File: config.mk
export PLATFORM = sky130hd
export DESIGN_NAME = lfsr_rng_with_reseed_and_range_flat
export DESIGN_NICKNAME = d
export VERILOG_FILES = /design/src/rtl/lrr_pkg.sv /design/src/rtl/lrr_req_if.sv /design/src/rtl/lrr_rsp_if.sv /design/src/rtl/lfsr_rng_with_reseed_and_range.sv /design/src/rtl/lrr_ctrl.sv /design/src/rtl/lrr_dp.sv /design/src/flat_wrapper.sv
export VERILOG_INCLUDE_DIRS = /design/src /design/src/rtl
export SDC_FILE = /design/constraint.sdc
export NUM_CORES = 1
export LEC_CHECK = 0
export ABC_CLOCK_PERIOD_IN_PS = 5500
export BUFFER_PORTS_ARGS = -buffer_cell sky130_fd_sc_hd__buf_2
export CAP_MARGIN = 20
export CORE_MARGIN = 2
export CORE_UTILIZATION = 55
export CTS_CLUSTER_DIAMETER = 40
export DETAILED_ROUTE_END_ITERATION = 7
export PLACE_DENSITY = 0.74
export SETUP_SLACK_MARGIN = 0.02
export SLEW_MARGIN = 40
export SYNTH_ARGS = -nofsm -noshare
export SYNTH_HDL_FRONTEND = slang
export SYNTH_SLANG_ARGS = --single-unit
File: constraint.sdc
create_clock -name i_clk -period 5.5 [get_ports i_clk]
set_input_delay 0.275 -clock i_clk [delete_from_list [all_inputs] [get_ports i_clk]]
set_output_delay 0.275 -clock i_clk [all_outputs]
set_load 0.005 [all_outputs]
File: src/rtl/lfsr_rng_with_reseed_and_range_assert.svh
// Assertion macros shared by the random word generator modules
`ifndef LFSR_RNG_WITH_RESEED_AND_RANGE_ASSERT_SVH
`define LFSR_RNG_WITH_RESEED_AND_RANGE_ASSERT_SVH

// Same-cycle implication, checked outside reset
`define LRR_ASSERT_NOW(label, clk, rst_n, ante, cons, msg) \
    label: assert property (@(posedge clk) disable iff (!(rst_n)) (ante) |-> (cons)) \
        else $error(msg);

// Next-cycle implication, checked outside reset
`define LRR_ASSERT_NEXT(label, clk, rst_n, ante, cons, msg) \
    label: assert property (@(posedge clk) disable iff (!(rst_n)) (ante) |=> (cons)) \
        else $error(msg);

`endif

File: src/rtl/lrr_pkg.sv
// Package: widths, register indexes and shared types of the random word generator
package lrr_pkg;

    localparam int unsigned WORD_W   = 32;
    localparam int unsigned CNT_W    = 5;

    localparam logic [WORD_W-1:0] RESET_PERIOD = 32'd256;
    localparam logic [WORD_W-1:0] RESET_POLY   = 32'h8000_0057;
    localparam logic [WORD_W-1:0] RESET_LFSR   = 32'hdead_beef;
    localparam logic [WORD_W-1:0] RESET_DRAWS  = 32'hffff_ffff;

    // Configuration register indexes
    localparam logic CFG_RESEED_PERIOD = 1'b0;
    localparam logic CFG_FEEDBACK_POLY = 1'b1;

    // Request type codes
    localparam logic REQ_RAW    = 1'b0;
    localparam logic REQ_RANGED = 1'b1;

    typedef enum logic [1:0] {
        ST_IDLE,
        ST_EXEC,
        ST_DIV,
        ST_PUSH
    } t_state;

    // How the result value is formed
    typedef enum logic [1:0] {
        KIND_RAW,
        KIND_FLAT,
        KIND_DIV
    } t_kind;

    typedef struct packed {
        logic latch;
        logic exec;
        logic div_step;
        logic push;
    } t_cmd;

    typedef struct packed {
        logic need_div;
        logic div_last;
    } t_sts;

endpackage

File: src/rtl/lrr_req_if.sv
// Request channel interface: handshake plus request fields
interface lrr_req_if;
    import lrr_pkg::*;

    logic              valid;
    logic              ready;
    logic              req_type;
    logic [WORD_W-1:0] range_low;
    logic [WORD_W-1:0] range_high;
    logic [WORD_W-1:0] entropy_word;

    modport source (output valid, req_type, range_low, range_high, entropy_word,
                    input ready);
    modport sink   (input valid, req_type, range_low, range_high, entropy_word,
                    output ready);
endinterface

File: src/rtl/lrr_rsp_if.sv
// Response channel interface: handshake plus result fields
interface lrr_rsp_if;
    import lrr_pkg::*;

    logic              valid;
    logic              ready;
    logic [WORD_W-1:0] value;
    logic              reseeded;
    logic              range_error;

    modport source (output valid, value, reseeded, range_error, input ready);
    modport sink   (input valid, value, reseeded, range_error, output ready);
endinterface

File: src/rtl/lfsr_rng_with_reseed_and_range.sv
// Random word generator: 32-bit Galois LFSR with periodic reseed and range reduction.
// One request at a time. A request is accepted in the idle state, then the exec state
// classifies it and draws the word (reseed from entropy_word when the draw count has
// reached reseed_period, otherwise one Galois step), then the result is placed in the
// output register. Raw, empty-span, inverted and full-span requests go there
// directly; other ranged requests first pass a radix-2 restoring remainder unit (one
// quotient bit per cycle). The result register lets a finished result wait for the
// consumer while the next request is taken; a request that finishes while the
// previous result is still unread waits in its last step. The user must write
// configuration through the plain write port while idle; the block does not check it.

module lfsr_rng_with_reseed_and_range
    import lrr_pkg::*;
(
    input  logic              i_clk,
    input  logic              i_rst_n,
    input  logic              i_cfg_we,
    input  logic              i_cfg_idx,
    input  logic [WORD_W-1:0] i_cfg_data,
    lrr_req_if.sink           i_req,
    lrr_rsp_if.source         o_rsp
);

    t_cmd cmd;
    t_sts sts;

    lrr_ctrl u_ctrl (
        .i_clk       (i_clk),
        .i_rst_n     (i_rst_n),
        .i_in_valid  (i_req.valid),
        .o_in_ready  (i_req.ready),
        .o_out_valid (o_rsp.valid),
        .i_out_ready (o_rsp.ready),
        .i_sts       (sts),
        .o_cmd       (cmd)
    );

    lrr_dp u_dp (
        .i_clk          (i_clk),
        .i_rst_n        (i_rst_n),
        .i_cfg_we       (i_cfg_we),
        .i_cfg_idx      (i_cfg_idx),
        .i_cfg_data     (i_cfg_data),
        .i_req_type     (i_req.req_type),
        .i_range_low    (i_req.range_low),
        .i_range_high   (i_req.range_high),
        .i_entropy_word (i_req.entropy_word),
        .i_cmd          (cmd),
        .o_sts          (sts),
        .o_value        (o_rsp.value),
        .o_reseeded     (o_rsp.reseeded),
        .o_range_error  (o_rsp.range_error)
    );

endmodule

File: src/rtl/lrr_ctrl.sv
// Controller: sequences accept, draw, divide and result hand-off
`include "lfsr_rng_with_reseed_and_range_assert.svh"

module lrr_ctrl
    import lrr_pkg::*;
(
    input  logic   i_clk,
    input  logic   i_rst_n,
    input  logic   i_in_valid,
    output logic   o_in_ready,
    output logic   o_out_valid,
    input  logic   i_out_ready,
    input  t_sts   i_sts,
    output t_cmd   o_cmd
);

    t_state r_state, n_state;
    logic   r_out_valid, n_out_valid;
    logic   push_ok;

    // Output register is free when empty or being drained this cycle
    assign push_ok = !r_out_valid || i_out_ready;

    // Next state
    always_comb begin
        n_state = r_state;
        unique case (r_state)
            ST_IDLE: begin
                if (i_in_valid) n_state = ST_EXEC;
            end
            ST_EXEC: begin
                n_state = i_sts.need_div ? ST_DIV : ST_PUSH;
            end
            ST_DIV: begin
                if (i_sts.div_last) n_state = ST_PUSH;
            end
            ST_PUSH: begin
                if (push_ok) n_state = ST_IDLE;
            end
            default: n_state = ST_IDLE;
        endcase
    end

    // Commands to the datapath
    always_comb begin
        o_cmd      = '0;
        o_in_ready = 1'b0;
        unique case (r_state)
            ST_IDLE: begin
                o_in_ready = 1'b1;
                o_cmd.latch = i_in_valid;
            end
            ST_EXEC: o_cmd.exec     = 1'b1;
            ST_DIV:  o_cmd.div_step = 1'b1;
            ST_PUSH: o_cmd.push     = push_ok;
            default: o_cmd = '0;
        endcase
    end

    // Fill on push, drain on transaction
    always_comb begin
        n_out_valid = r_out_valid;
        if (o_cmd.push) begin
            n_out_valid = 1'b1;
        end else if (i_out_ready) begin
            n_out_valid = 1'b0;
        end
    end

    always_ff @(posedge i_clk) begin
        if (!i_rst_n) begin
            r_state     <= ST_IDLE;
            r_out_valid <= 1'b0;
        end else begin
            r_state     <= n_state;
            r_out_valid <= n_out_valid;
        end
    end

    assign o_out_valid = r_out_valid;

    `LRR_ASSERT_NEXT(a_push_fills, i_clk, i_rst_n, o_cmd.push, r_out_valid, "push lost result")
    `LRR_ASSERT_NOW(a_push_room, i_clk, i_rst_n, o_cmd.push, push_ok, "push over pending result")
    `LRR_ASSERT_NEXT(a_div_holds, i_clk, i_rst_n, (r_state == ST_DIV) && !i_sts.div_last,
                     r_state == ST_DIV, "divide left early")

endmodule

File: src/rtl/lrr_dp.sv
// Datapath: config registers, LFSR, draw counter, radix-2 remainder unit, result register
`include "lfsr_rng_with_reseed_and_range_assert.svh"

module lrr_dp
    import lrr_pkg::*;
(
    input  logic              i_clk,
    input  logic              i_rst_n,
    input  logic              i_cfg_we,
    input  logic              i_cfg_idx,
    input  logic [WORD_W-1:0] i_cfg_data,
    input  logic              i_req_type,
    input  logic [WORD_W-1:0] i_range_low,
    input  logic [WORD_W-1:0] i_range_high,
    input  logic [WORD_W-1:0] i_entropy_word,
    input  t_cmd              i_cmd,
    output t_sts              o_sts,
    output logic [WORD_W-1:0] o_value,
    output logic              o_reseeded,
    output logic              o_range_error
);

    logic [WORD_W-1:0] r_period, r_poly, r_lfsr, r_draws;
    logic [WORD_W-1:0] n_lfsr, n_draws;
    logic              r_type;
    logic [WORD_W-1:0] r_lo, r_hi, r_entropy;
    t_kind             r_kind, n_kind;
    logic              r_reseeded, r_err;
    logic [WORD_W-1:0] r_word, r_dvd, r_mod, r_rem;
    logic [CNT_W-1:0]  r_cnt;
    logic [WORD_W-1:0] r_value;
    logic              r_out_reseeded, r_out_err;

    logic              inverted, flat, draw, reseed;
    logic [WORD_W-1:0] span, stepped;
    logic [WORD_W:0]   trial, diff;
    logic [WORD_W-1:0] n_rem;

    // Configuration writes
    always_ff @(posedge i_clk) begin
        if (!i_rst_n) begin
            r_period <= RESET_PERIOD;
            r_poly   <= RESET_POLY;
        end else if (i_cfg_we) begin
            unique case (i_cfg_idx)
                CFG_RESEED_PERIOD: r_period <= i_cfg_data;
                CFG_FEEDBACK_POLY: r_poly   <= i_cfg_data;
                default:           r_period <= r_period;
            endcase
        end
    end

    // Hold the accepted request
    always_ff @(posedge i_clk) begin
        if (i_cmd.latch) begin
            r_type    <= i_req_type;
            r_lo      <= i_range_low;
            r_hi      <= i_range_high;
            r_entropy <= i_entropy_word;
        end
    end

    // Classify the request
    assign inverted = (r_type == REQ_RANGED) && (r_hi < r_lo);
    assign flat     = (r_type == REQ_RANGED) && (r_hi <= r_lo);
    assign draw     = !flat;
    assign span     = r_hi - r_lo;

    always_comb begin
        if (flat) begin
            n_kind = KIND_FLAT;
        end else if ((r_type == REQ_RAW) || (span == RESET_DRAWS)) begin
            n_kind = KIND_RAW;
        end else begin
            n_kind = KIND_DIV;
        end
    end

    assign o_sts.need_div = (n_kind == KIND_DIV);

    // Reseed or advance the LFSR
    assign reseed  = r_draws >= r_period;
    assign stepped = {1'b0, r_lfsr[WORD_W-1:1]} ^ (r_lfsr[0] ? r_poly : '0);
    assign n_lfsr  = reseed ? r_entropy : stepped;
    assign n_draws = reseed ? '0 : r_draws + 1'b1;

    always_ff @(posedge i_clk) begin
        if (!i_rst_n) begin
            r_lfsr  <= RESET_LFSR;
            r_draws <= RESET_DRAWS;
        end else if (i_cmd.exec && draw) begin
            r_lfsr  <= n_lfsr;
            r_draws <= n_draws;
        end
    end

    // Restoring remainder step: shift in one dividend bit, subtract if it fits
    assign trial = {r_rem, r_dvd[WORD_W-1]};
    assign diff  = trial - {1'b0, r_mod};
    assign n_rem = diff[WORD_W] ? trial[WORD_W-1:0] : diff[WORD_W-1:0];

    assign o_sts.div_last = (r_cnt == {CNT_W{1'b1}});

    // Capture the drawn word and set up the remainder unit
    always_ff @(posedge i_clk) begin
        if (i_cmd.exec) begin
            r_kind     <= n_kind;
            r_reseeded <= draw && reseed;
            r_err      <= inverted;
            r_word     <= n_lfsr;
            r_dvd      <= n_lfsr;
            r_mod      <= span + 1'b1;
            r_rem      <= '0;
            r_cnt      <= '0;
        end else if (i_cmd.div_step) begin
            r_dvd <= {r_dvd[WORD_W-2:0], 1'b0};
            r_rem <= n_rem;
            r_cnt <= r_cnt + 1'b1;
        end
    end

    // Load the result register
    always_ff @(posedge i_clk) begin
        if (i_cmd.push) begin
            unique case (r_kind)
                KIND_RAW:  r_value <= r_word;
                KIND_FLAT: r_value <= r_lo;
                KIND_DIV:  r_value <= r_lo + r_rem;
                default:   r_value <= r_word;
            endcase
            r_out_reseeded <= r_reseeded;
            r_out_err      <= r_err;
        end
    end

    assign o_value       = r_value;
    assign o_reseeded    = r_out_reseeded;
    assign o_range_error = r_out_err;

    `LRR_ASSERT_NEXT(a_reseed_clears, i_clk, i_rst_n, i_cmd.exec && draw && reseed,
                     r_draws == '0, "reseed left counter set")
    `LRR_ASSERT_NEXT(a_flat_holds, i_clk, i_rst_n, i_cmd.exec && flat,
                     $stable(r_lfsr) && $stable(r_draws), "state moved without a draw")

endmodule

File: src/flat_wrapper.sv
// flat-port wrapper written by rule: the top's interface ports become plain ports
module lfsr_rng_with_reseed_and_range_flat import lrr_pkg::*;
  (i_clk, i_rst_n, i_cfg_we, i_cfg_idx, i_cfg_data, i_req_valid, i_req_req_type, i_req_range_low, i_req_range_high, i_req_entropy_word, i_req_ready, o_rsp_valid, o_rsp_value, o_rsp_reseeded, o_rsp_range_error, o_rsp_ready);
  lrr_req_if i_req_i ();
  lrr_rsp_if o_rsp_i ();
  input  logic i_clk;
  input  logic i_rst_n;
  input  logic i_cfg_we;
  input  logic i_cfg_idx;
  input  logic [WORD_W-1:0] i_cfg_data;
  input wire logic [$bits(i_req_i.valid)-1:0] i_req_valid;
  input wire logic [$bits(i_req_i.req_type)-1:0] i_req_req_type;
  input wire logic [$bits(i_req_i.range_low)-1:0] i_req_range_low;
  input wire logic [$bits(i_req_i.range_high)-1:0] i_req_range_high;
  input wire logic [$bits(i_req_i.entropy_word)-1:0] i_req_entropy_word;
  output wire logic [$bits(i_req_i.ready)-1:0] i_req_ready;
  output wire logic [$bits(o_rsp_i.valid)-1:0] o_rsp_valid;
  output wire logic [$bits(o_rsp_i.value)-1:0] o_rsp_value;
  output wire logic [$bits(o_rsp_i.reseeded)-1:0] o_rsp_reseeded;
  output wire logic [$bits(o_rsp_i.range_error)-1:0] o_rsp_range_error;
  input wire logic [$bits(o_rsp_i.ready)-1:0] o_rsp_ready;
  assign i_req_i.valid = i_req_valid;
  assign i_req_i.req_type = i_req_req_type;
  assign i_req_i.range_low = i_req_range_low;
  assign i_req_i.range_high = i_req_range_high;
  assign i_req_i.entropy_word = i_req_entropy_word;
  assign i_req_ready = i_req_i.ready;
  assign o_rsp_valid = o_rsp_i.valid;
  assign o_rsp_value = o_rsp_i.value;
  assign o_rsp_reseeded = o_rsp_i.reseeded;
  assign o_rsp_range_error = o_rsp_i.range_error;
  assign o_rsp_i.ready = o_rsp_ready;
  lfsr_rng_with_reseed_and_range u_core (.i_clk(i_clk), .i_rst_n(i_rst_n), .i_cfg_we(i_cfg_we), .i_cfg_idx(i_cfg_idx), .i_cfg_data(i_cfg_data), .i_req(i_req_i), .o_rsp(o_rsp_i));
endmodule
==> run metrics <==
Rows 73; CP startpoint u_core.u_dp.r_lo[0]; drt wl/cell 19.7 µm; max cap viols 0; clk sinks 399; Rel. slew slack 0.524; Clk Latency, worst-skew pair about 0.63 ns; Yosys cell types 90; Clock Skew about 0.028 ns; hpwl dp 43200 µm; number of buffers created by CTS 59; r2r endpoint u_core.u_dp.r_draws[14]; Seq/Total Area, Yosys 0.459; CP endpoint kind flop; minimum clock period 4.09 ns; #FFs+latches synth approximately 400; CTS tree yes; vias in the first global route approximately 18000; Clk pin slew, worst setup/hold paths 0.06 ns; DRC viols 0; H-tree Lvls 2; Setup CP Type reg -> reg; die footprint around 42000 µm²; pin count of the biggest net entering global routing between 70 and 80; die height ~200 µm; max-slew violation count 0; R2R Path Start u_core.u_dp.r_lo[0]; Min-Delay Path Class in -> reg; Pre-antenna DRT Iters 5; worst hold path endpoint u_core.u_ctrl.o_out_valid; Post-Syn Nets approximately 2600; Top Layer Used met5; startpoint types flop; Max Freq ~240 MHz; CP arrival approximately 4.6 ns; area grow syn2layout 20.7%; antenna violations before repair 4; Final Hold Fails 0; Crit Path Max Fanout 17; Async S/R FF share, synth 0; Synth area leaders edfxtp_1, dfxtp_1, ha_1; min-delay src o_rsp_ready; RSZ-0062 raised after global routing no; met2 wire len ~30000 µm; via count around 19000; setup TNS 0 ns; root buf cell clkbuf_16; Die W 206 µm; P_leak around 11 nW; Post-Synthesis Cells ~2300; Port Buf Inserts 170; share of layout cells above drive strength 1 0.154; GRT overflow 0; first-pass GRT wire length 96900 µm; Final Worst Setup Slack 1.41 ns; final setup fails 0; outcome finished clean; Resize count post-CTS 0; GPL Wtd Cong 0.893; Routed Antenna Nets 0; Slew @ Worst Pin 0.711 ns; CTS Buffer Depth 3; CORE AREA about 40000 µm²; number of synthesized flops with an enable pin 231; I/O pins around 170; Final period util 0.744; Total Routing Usage GR 0.292; Mapped Area ~22000 µm²; metal3 WL between 4000 and 5000 µm; post-synth top area cell edfxtp_1; top_reg_cell synth edfxtp_1; Initial Util 0.561; WL final around 62000 µm; Data required, critical path 5.97 ns; Post-Place Setup Slack 1.48 ns; flop2flop setup slack between 1 and 1.5 ns; VDD IR-drop max between 0.3 and 0.4 mV; Worst R2R Path Depth 15; Hold Path Depth 3; Mean Syn Cell Area 9.79 µm²; Initial DRC Count approximately 1500; final net count 2850; Synth top area share 0.309; met1 wire length between 20000 and 30000 µm; P per Cell Area ~590 nW/µm²; synth warn 0; Avg Vias per Cell a little under 6
[synthesized netlist by cell type (18+ instances only)]
library cell    n
a21oi_1       157
o211ai_1       21
nor2_1        121
a21o_1         68
mux2_2         62
ha_1          138
dfxtp_1       168
nor3_1         32
a211oi_1       41
xnor2_1        90
clkbuf_1       69
o21bai_1       18
o21ai_0        73
buf_2          24
nor2b_1        24
nand2_1       317
inv_1         159
xor2_1         66
nand2b_1       18
edfxtp_1      231
nand3_1        44
nand4_1        33
a21boi_0       60
and3_1         30
a221oi_1       18
[sequential cells by signal, summed over array words and instances, names as in the netlist, 2 cells and up]
name	flops
u_core.u_dp.r_lfsr	32
u_core.u_dp.r_rem	32
u_core.u_dp.r_period	32
u_core.u_dp.r_lo	32
u_core.u_dp.r_hi	32
u_core.u_dp.r_kind	2
u_core.u_ctrl.r_state	2
u_core.u_dp.r_entropy	32
u_core.u_dp.r_poly	32
u_core.u_dp.r_mod	32
u_core.u_dp.r_draws	32
u_core.u_dp.o_value	32
u_core.u_dp.r_word	32
u_core.u_dp.r_dvd	32
u_core.u_dp.r_cnt	5
[final cells by class]
type / count / area, µm²
Fill cell: 2972 / 12900
Multi-Input combinational cell: 1635 / 11200
Sequential cell: 399 / 10300
Timing Repair Buffer: 319 / 2310
Clock buffer: 68 / 1600
Tap cell: 525 / 657
Inverter: 160 / 601
Clock inverter: 43 / 438
Antenna cell: 1 / 2.50
[worst max-delay path by stage]
stage,to,slack [ns],depth (start not counted)
floorplan,u_core.u_dp.r_draws[10],1.61,8
global placement,u_core.u_dp.r_kind[1],1.61,12
detailed placement,u_core.u_dp.r_draws[31],1.48,15
CTS,u_core.u_dp.r_draws[14],1.45,15
global route,u_core.u_dp.r_draws[31],1.01,13
finish,u_core.u_dp.r_draws[14],1.41,15
[placed cells by master, fill, tap and decap left out, drive strengths merged, types with 13 or more instances in the layout]
cell,synthesis,routed
a21boi,60,60
nor3,34,34
nor2,123,123
a21oi,162,162
ha,138,138
o211ai,21,21
xnor2,90,90
inv,159,179
mux2,62,62
o21a,13,13
edfxtp,231,231
a211oi,42,42
nand2b,18,18
buf,30,190
nand4,34,34
nand3,44,44
a221oi,18,18
and2,15,15
dlygate4sd3,0,129
a21o,68,68
o21bai,18,18
and3,30,30
nand2,318,318
clkbuf,69,68
clkinv,1,19
o221ai,15,15
xor2,66,66
nor2b,24,24
o21ai,77,77
dfxtp,168,168
[metal layers]
layer	up-vias	GRT usage
li1	8832	-
met1	8906	0.363
met2	682	0.499
met3	159	0.0553
met4	4	0.119
met5	-	0
[critical path, stage by stage, from the launching register on]
cell,delay (ns)
edfxtp_1,0.47
ha_1,0.24
inv_1,0.07
fa_1,0.24
a211oi_1,0.14
o211ai_1,0.26
a21oi_1,0.21
a21oi_2,0.25
nor3b_2,0.35
o21ai_1,0.10
buf_4,0.17
nor2_2,0.34
nand2_1,0.11
nor2_1,0.58
buf_4,0.35
a21oi_1,0.07
[repair_timing]
action                                 4_1_cts  5_1_grt
hold buffers                               129        0
setup buffers                                0        0
endpoints found under the hold margin      161        0
[logic make-up (layout without fill, tap and decap cells)]
kind of cell	Yosys count	count (layout)	synth area share
and+or+nand+nor	696	696	0.148
AOI/OAI and AO/OA	573	573	0.173
DFF	399	399	0.459
buffers and inverters	259	590	0.0448
xor gates and xnor gates	156	156	0.0609
adders and majority gates	141	141	0.0796
muxes	69	69	0.0342
other	0	1	0
[power breakdown]
part	total [W]	switching, W	internal (W)
logic	0.00713	0.00434	0.00279
clock network	0.00381	0.00156	0.00225
registers	0.00498	0.000580	0.00440
total	0.0159	0.00648	0.00945
[metrics by stage]
step / instance area, µm² / hold WS [ns] / power, W / utilization / instances
after floorplan: 22400 / 0.374 / 0.0101 / - / 2293
after global placement: 23700 / 0.408 / 0.0117 / 0.593 / 2907
after CTS: 27100 / 0.0169 / 0.0158 / 0.677 / 3149
after detailed placement: 23800 / 0.413 / 0.0119 / 0.594 / 2909
final: 27100 / 0.0643 / 0.0159 / 0.677 / 3150
after global routing: 27100 / 0.0674 / 0.0169 / 0.677 / 3149
No activity file was read; power rests on OpenSTA's default activity.
